<file path="config.mk">
export PLATFORM = sky130hd
export DESIGN_NAME = lfc_core
export DESIGN_NICKNAME = d
export VERILOG_FILES = /design/src/hw/rtl/lfc_pkg.sv /design/src/hw/rtl/lfc_core.sv
export SDC_FILE = /design/constraint.sdc
export NUM_CORES = 1
export LEC_CHECK = 0
export BUFFER_PORTS_ARGS = -buffer_cell sky130_fd_sc_hd__buf_4
export CELL_PAD_IN_SITES_DETAIL_PLACEMENT = 1
export CELL_PAD_IN_SITES_GLOBAL_PLACEMENT = 1
export CORE_ASPECT_RATIO = 1.4
export CORE_MARGIN = 2
export CORE_UTILIZATION = 40
export CTS_BUF_LIST = sky130_fd_sc_hd__clkbuf_4 sky130_fd_sc_hd__clkbuf_8
export CTS_CLUSTER_SIZE = 8
export DETAILED_ROUTE_END_ITERATION = 6
export PLACE_DENSITY = 0.85
export RECOVER_POWER = 50
export SETUP_SLACK_MARGIN = 0.1
export SLEW_MARGIN = 20
export SYNTH_ARGS = -nofsm -noshare
export SYNTH_HDL_FRONTEND = slang
export SYNTH_SLANG_ARGS = --single-unit
</file>
<file path="constraint.sdc">
create_clock -name i_clk -period 4.56 [get_ports i_clk]
set_clock_uncertainty 0.1 [all_clocks]
set_input_delay 0.912 -clock i_clk [delete_from_list [all_inputs] [get_ports i_clk]]
set_output_delay 0.912 -clock i_clk [all_outputs]
set_load 0.005 [all_outputs]
</file>
<file path="src/hw/rtl/lfc_pkg.sv">
`default_nettype none

package lfc_pkg;

    localparam int MAX_DATA = 8;

    // Frame position: 0 sync, 1 protected ID, 2 plus the number of data bytes taken.
    localparam int POS_W = $clog2(MAX_DATA + 3);

    localparam logic [POS_W-1:0] POS_SYNC  = POS_W'(0);
    localparam logic [POS_W-1:0] POS_PID   = POS_W'(1);
    localparam logic [POS_W-1:0] POS_DATA0 = POS_W'(2);
    localparam logic [POS_W-1:0] POS_LIMIT = POS_W'(MAX_DATA + 2);

    localparam int CFG_IDX_W  = 2;
    localparam int CFG_DATA_W = 6;

    localparam logic [CFG_IDX_W-1:0] CFG_CHECKSUM_MODE     = 2'd0;
    localparam logic [CFG_IDX_W-1:0] CFG_CHECK_ID          = 2'd1;
    localparam logic [CFG_IDX_W-1:0] CFG_EXPECTED_FRAME_ID = 2'd2;

    typedef enum logic [1:0] {
        KIND_HEADER  = 2'd0,
        KIND_PAYLOAD = 2'd1,
        KIND_VERDICT = 2'd2
    } t_kind;

    typedef enum logic [1:0] {
        STATUS_OK       = 2'd0,
        STATUS_LENGTH   = 2'd1,
        STATUS_ID       = 2'd2,
        STATUS_CHECKSUM = 2'd3
    } t_status;

    typedef struct packed {
        logic       checksum_mode;
        logic       check_id;
        logic [5:0] expected_frame_id;
    } t_cfg;

    typedef struct packed {
        t_kind      kind;
        logic [7:0] payload_byte;
        t_status    status;
    } t_result;

    // Frame identifier with its two parity bits in bits 6 and 7.
    function automatic logic [7:0] protected_id(input logic [5:0] id);
        logic p0;
        logic p1;
        p0 = id[0] ^ id[1] ^ id[2] ^ id[4];
        p1 = ~(id[1] ^ id[3] ^ id[4] ^ id[5]);
        return {p1, p0, id};
    endfunction

    // Eight-bit add with end-around carry.
    function automatic logic [7:0] add_carry(input logic [7:0] acc, input logic [7:0] b);
        logic [8:0] s;
        s = {1'b0, acc} + {1'b0, b};
        return s[7:0] + {7'b0, s[8]};
    endfunction

endpackage

`default_nettype wire

</file>
<file path="src/hw/rtl/lfc_core.sv">
`default_nettype none

module lfc_core (
    input  wire logic            i_clk,
    input  wire logic            i_rst_n,
    input  wire logic            i_accept,
    input  wire logic [7:0]      i_rx_byte,
    input  wire logic            i_frame_end,
    input  wire lfc_pkg::t_cfg   i_cfg,
    output lfc_pkg::t_result     o_result
);
    import lfc_pkg::*;

    logic [POS_W-1:0] r_pos,      n_pos;
    logic [7:0]       r_sum,      n_sum;
    logic             r_id_bad,   n_id_bad;
    logic             r_too_long, n_too_long;

    always_comb begin
        n_pos               = r_pos;
        n_sum               = r_sum;
        n_id_bad            = r_id_bad;
        n_too_long          = r_too_long;
        o_result.kind         = KIND_HEADER;
        o_result.payload_byte = 8'd0;
        o_result.status       = STATUS_OK;
        if (i_frame_end) begin
            o_result.kind = KIND_VERDICT;
            if (r_pos < POS_DATA0 || r_too_long) begin
                o_result.status = STATUS_LENGTH;
            end else if (r_id_bad) begin
                o_result.status = STATUS_ID;
            end else if (i_rx_byte != ~r_sum) begin
                o_result.status = STATUS_CHECKSUM;
            end
            n_pos      = POS_SYNC;
            n_sum      = 8'd0;
            n_id_bad   = 1'b0;
            n_too_long = 1'b0;
        end else if (r_pos == POS_SYNC) begin
            n_pos = POS_PID;
        end else if (r_pos == POS_PID) begin
            n_id_bad = i_cfg.check_id &&
                       (i_rx_byte != protected_id(i_cfg.expected_frame_id));
            n_sum    = i_cfg.checksum_mode ? i_rx_byte : 8'd0;
            n_pos    = POS_DATA0;
        end else if (r_pos < POS_LIMIT) begin
            n_sum                 = add_carry(r_sum, i_rx_byte);
            n_pos                 = r_pos + POS_W'(1);
            o_result.kind         = KIND_PAYLOAD;
            o_result.payload_byte = i_rx_byte;
        end else begin
            // Surplus data beats are dropped and spoil the verdict.
            n_too_long = 1'b1;
        end
    end

    always_ff @(posedge i_clk) begin
        if (!i_rst_n) begin
            r_pos      <= POS_SYNC;
            r_sum      <= 8'd0;
            r_id_bad   <= 1'b0;
            r_too_long <= 1'b0;
        end else if (i_accept) begin
            r_pos      <= n_pos;
            r_sum      <= n_sum;
            r_id_bad   <= n_id_bad;
            r_too_long <= n_too_long;
        end
    end

endmodule

`default_nettype wire

</file>
Word level (Yosys, flattened, before mapping)

Index checks and enable logic that the tools add are counted.

Register bits after elaboration: 14
Bits in latches: 0
RAM bits: 0
Memory bits (read-only): 0
Input port bits: 20
Logic and storage cells: 58
Memories: 0

Add/subtract/negate cells: 3
$mul: 0
Div/mod/pow operators: 0
Magnitude comparators: 2
Equality and inequality tests: 6
Shifts and indexed selects: 0
Multiplexer cells: 25
Bitwise operators: 8
Reduce and logical (&&, ||, !) cells: 10

Operators with widths:

| operator            | number |
|---|---|
| $mux 8              | 6 |
| $mux 9              | 3 |
| $mux 4              | 4 |
| $ne 8x8->1          | 2 |
| $mux 2              | 5 |
| $add 8x8->9         | 1 |
| $add 8x1->8         | 1 |
| $not 8->8           | 1 |
| $mux 1              | 7 |
| $ne 2x2->1 const B  | 3 |
| $reduce_and 3->1    | 2 |
| $xor 1x1->1         | 6 |
| $add 4x1->4 const B | 1 |
| $eq 4x1->1 const B  | 1 |
| $logic_not 4->1     | 1 |
| $lt 4x2->1 const B  | 1 |
| $lt 4x4->1 const B  | 1 |
| $reduce_and 4->1    | 1 |
| $reduce_bool 4->1   | 1 |
| $reduce_bool 3->1   | 1 |
| $reduce_and 2->1    | 1 |
| $reduce_bool 2->1   | 1 |
| $logic_and 1x1->1   | 1 |
| $logic_or 1x1->1    | 1 |
| $not 1->1           | 1 |

Logic depth before layout (Yosys ltp)

Word-level depth: 9
Mapped depth: 13
Mapped depth without buffers: 13

Worst setup path after synthesis

OpenSTA, ideal clock, no wires.

Kind: input to register
Start: in i_rx_byte[0]
End: reg r_sum[4]
Setup time: 0.060 ns
Arrival time: 3.443 ns
Required time: 4.400 ns
Slack: 0.957 ns
Stages: 12
Buffers on the path: 0
Cells stage by stage: ha_1 -> fa_1 -> a211oi_2 -> o21a_1 -> o21bai_1 -> a21o_1 -> ha_1 -> ha_1 -> nor4b_2 -> xnor2_1 -> a2111oi_1 -> a31o_1

Cells in the longest elaborated chain, start to end: 6

RTL lines:

| element                | line           | RTL |
|---|---|---|
| start: declaration     | lfc_core.sv:7  | `input wire logic [7:0] i_rx_byte,` |
| $add 8x8->9            | lfc_pkg.sv:59  | `s = {1'b0, acc} + {1'b0, b};` |
| $add 8x1->8            | lfc_pkg.sv:60  | `return s[7:0] + {7'b0, s[8]};` |
| $mux 8                 | lfc_core.sv:47 | `end else if (r_pos < POS_LIMIT) begin` |
| $mux 8                 | lfc_core.sv:42 | `end else if (r_pos == POS_PID) begin` |
| $mux 8                 | lfc_core.sv:40 | `end else if (r_pos == POS_SYNC) begin` |
| $mux 8                 | lfc_core.sv:27 | `if (i_frame_end) begin` |
| end signal: assignment | lfc_core.sv:66 | `r_sum <= n_sum;` |
| end: declaration       | lfc_core.sv:15 | `logic [7:0] r_sum, n_sum;` |

Every way passes these cells. The select of a mux whose other input is x is not followed.
A chain may end at the register's enable or synchronous reset.

Final worst setup path

Same ends and word-level chain as after synthesis.

==> results_dict.tcl <==
set metrics [dict create \
    outcome "finished, final reports clean" \
    die_width_um 54.47 \
    synth_most_common_cell "a21oi_1" \
    drt-initial-drc-count 23 \
    cellLeakagePower_nw 0.6876 \
    clk_pin_slew_ns 0.06 \
    vias 1524 \
    timing.critical_path.to_type "flop" \
    finalHoldViolations 0 \
    clkPwrFrac 0.357 \
    grt_max_degree 14 \
    min_period_over_period 0.8495 \
    port_buffers 31 \
    crit_top_cell "ha_1" \
    yosys-top-cells-area "dfxtp_1 (20%), ha_1 (11%), xnor2_1 (8.6%)" \
    path_cells "buf_4, ha_1, fa_1, a211oi_1, o21a_1, o21bai_1, a21o_1, ha_1, ha_1, nor4b_2, xnor2_1, a2111oi_1, a31o_1" \
    synth-seq-cells 14 \
    hold_class "reg2reg" \
    cts_buffers 3 \
    diodes 0 \
    root_buffer "clkbuf_8" \
    power_frac_comb 0.280 \
    dp_hpwl_um 3849 \
    antenna_found_initial 0 \
    p_seq_frac 0.363 \
    internal_power_mw 0.2424 \
    gp_congestion 0.8585 \
    cts_hold_buf 0 \
    synth_edf_count 0 \
    ant_nets 0 \
    cts_tree "yes" \
    start_util 0.4183 \
    synth_ff_type "dfxtp_1" \
    critPathLaunchType "input pin" \
    yosysSeqAreaShare 0.1965 \
    first_pass_iters 4 \
    slowest_stage "fa_1" \
    drv_cap 0 \
    grt_pass1_vias 1653 \
    holdWs_ns 0.3921 \
    drive_gt1_frac 0.1840 \
    power.switching_mw 0.1054 \
    synth_warnings 0 \
    cp.required_ns 4.65 \
    die-height_um 74.66 \
    nets 247 \
    die_area_um2 4066 \
    vias_per_cell 6.048 \
    fin_crit_ns 3.874 \
    num_rows 25 \
    cts_resized 0 \
    clock.fmax_mhz 258.2 \
    worstSetupPathType "in2reg" \
    irDropWorstVdd_mv 0.1908 \
    track_usage 0.2581 \
    wl_per_cell_um 18.69 \
    grt_setup_unrepaired "no" \
    cp_top_family "compound AO/OA/AOI/OAI gates" \
    synth.avg_cell_area_um2 7.880 \
    async_flop_share 0 \
    syn_area_um2 1426 \
    post-route-util 0.5061 \
    critPathMaxStageDelay_ns 0.44 \
    grt_overflow_total 0 \
    cp.buffers_inverters 1 \
    htreeDepth 1 \
    ioPinCount 32 \
    yosys.area.top_type "dfxtp_1" \
    dp.cells 248 \
    fill_cells 426 \
    drc 0 \
    cts_sinks 14 \
    core_um2 3410 \
    syn2layout_area_growth_pct 20.96 \
    syn-num-nets 215 \
    swShare 0.3030 \
    synthDistinctLibCells 47 \
    wl_um 4711 \
    ys_top_cells_by_count "a21oi_1 (19), nor2_1 (16), dfxtp_1 (14), xnor2_1 (14), ha_1 (13)" \
    grt_first_pass_wirelength_um 7610 \
    cp.arrival_ns 3.97 \
    worstPathMaxFanout 4 \
    p_per_area_nw_per_um2 201.6 \
    slew_viol_final 0 \
    finalNonFillerCells 252 \
    netlist_instances 181 \
    clock_path_buffers 2 \
    setup_viol 0 \
    tns_ns 0 \
    post-cts-setup-buffers 0 \
    clkLatencyLatePin_ns 0.25 \
    worst_pin_slew_ns 0.7558 \
    synth.top_cell.area_share 0.1965 \
    slew_headroom 0.4928 \
]
==> layer usage <==
metal,part of all wire,vias up,wire length (µm),GRT usage
met4,0.013,0,62,0.08333
li1,-,726,-,-
met5,0,-,0,0
met1,0.40,764,1903,0.2884
met3,0.016,6,74,0.01984
met2,0.57,28,2671,0.4953
==> power by group through the flow <==
stage	Sequential [mW]	Clock [mW]	Combinational, mW
2_1_floorplan	0.128	0	0.0575
3_3_place_gp	0.129	0	0.0924
3_5_place_dp	0.129	0	0.0972
4_1_cts	0.126	0.128	0.0984
5_1_grt	0.126	0.134	0.107
6_report	0.126	0.124	0.0973
==> path summary, 6_finish.rpt <==
path | startpoint | cells after the start | slack [ns] | end
worst min register to register | r_sum[3]$_SDFFE_PN0P_ | 2 | 0.39 | r_sum[3]$_SDFFE_PN0P_
worst max-delay path | i_rx_byte[0] | 13 | 0.69 | r_sum[4]$_SDFFE_PN0P_
worst min-delay path | r_sum[3]$_SDFFE_PN0P_ | 2 | 0.39 | r_sum[3]$_SDFFE_PN0P_
worst max register to register | r_sum[0]$_SDFFE_PN0P_ | 12 | 1.18 | r_sum[4]$_SDFFE_PN0P_
==> logic make-up (layout without fill, tap and decap cells) <==
logic type               Yosys count  count (layout)  share of synthesized area
adder cells (fa/ha/maj)           14              14                     0.1281
AO/OA/AOI/OAI                     61              61                     0.2833
multiplexers                       1               1                   0.007018
XOR/XNOR                          20              20                     0.1281
buffers and inverters             10              41                    0.03421
flip-flops                        14              14                     0.1965
AND/OR/NAND/NOR                   61              61                     0.2228
==> flip-flops by register name, indices dropped and copies added (netlist names) <==
| signal | flops |
|---|---|
| r_sum | 8 |
| r_pos | 4 |
| r_id_bad | 1 |
| r_too_long | 1 |
==> placed cells by master, fill, tap and decap left out, types with 2 or more instances in the layout <==
master,synthesis,routed
o21a_1,2,2
a22oi_1,4,4
o211ai_1,2,2
o22ai_1,2,2
a21o_1,2,2
a2111oi_1,3,3
a21oi_1,19,19
o21ai_0,4,6
nor2_1,16,16
nand4_1,2,2
clkbuf_8,0,4
nand2_1,9,9
a211oi_1,5,6
o21ai_1,8,6
nor2b_1,2,2
clkbuf_4,0,2
inv_1,6,6
buf_4,1,27
and2_1,11,7
ha_1,13,13
nand3_1,7,7
nand2b_1,2,2
xnor2_1,14,14
nor3_1,4,4
clkbuf_1,2,2
xor2_1,5,5
dfxtp_1,14,14
and2_0,0,4
==> worst register-to-register path, delay by kind of cell (launching register included) <==
kind / cells / cell delay (ns)
adders and majority gates: 4 / 1.13
and+or+nand+nor: 1 / 0.18
AOI/OAI and AO/OA: 6 / 1.45
DFF: 1 / 0.31
xor gates and xnor gates: 1 / 0.15
==> layout make-up <==
type | count | area [µm²] | area share
flip-flops and latches | 14 | 280.3 | 0.1624
clock buffers | 4 | 55.05 | 0.03191
inverters | 6 | 22.52 | 0.01305
well taps | 40 | 50.05 | 0.02901
repair buffers | 31 | 225.2 | 0.1305
multi-input cells | 157 | 1092 | 0.6331
==> per-stage QoR <==
step                      total power, mW  area (µm²)  setup WS [ns]
after floorplan                    0.1857        1426         0.9573
after global placement             0.2211        1683         0.6985
after detailed placement           0.2261        1683         0.5413
after CTS                          0.3522        1738         0.8037
after global routing               0.3668        1725         0.5167
final                              0.3478        1725         0.6864
(Power assumes the default switching activity.)
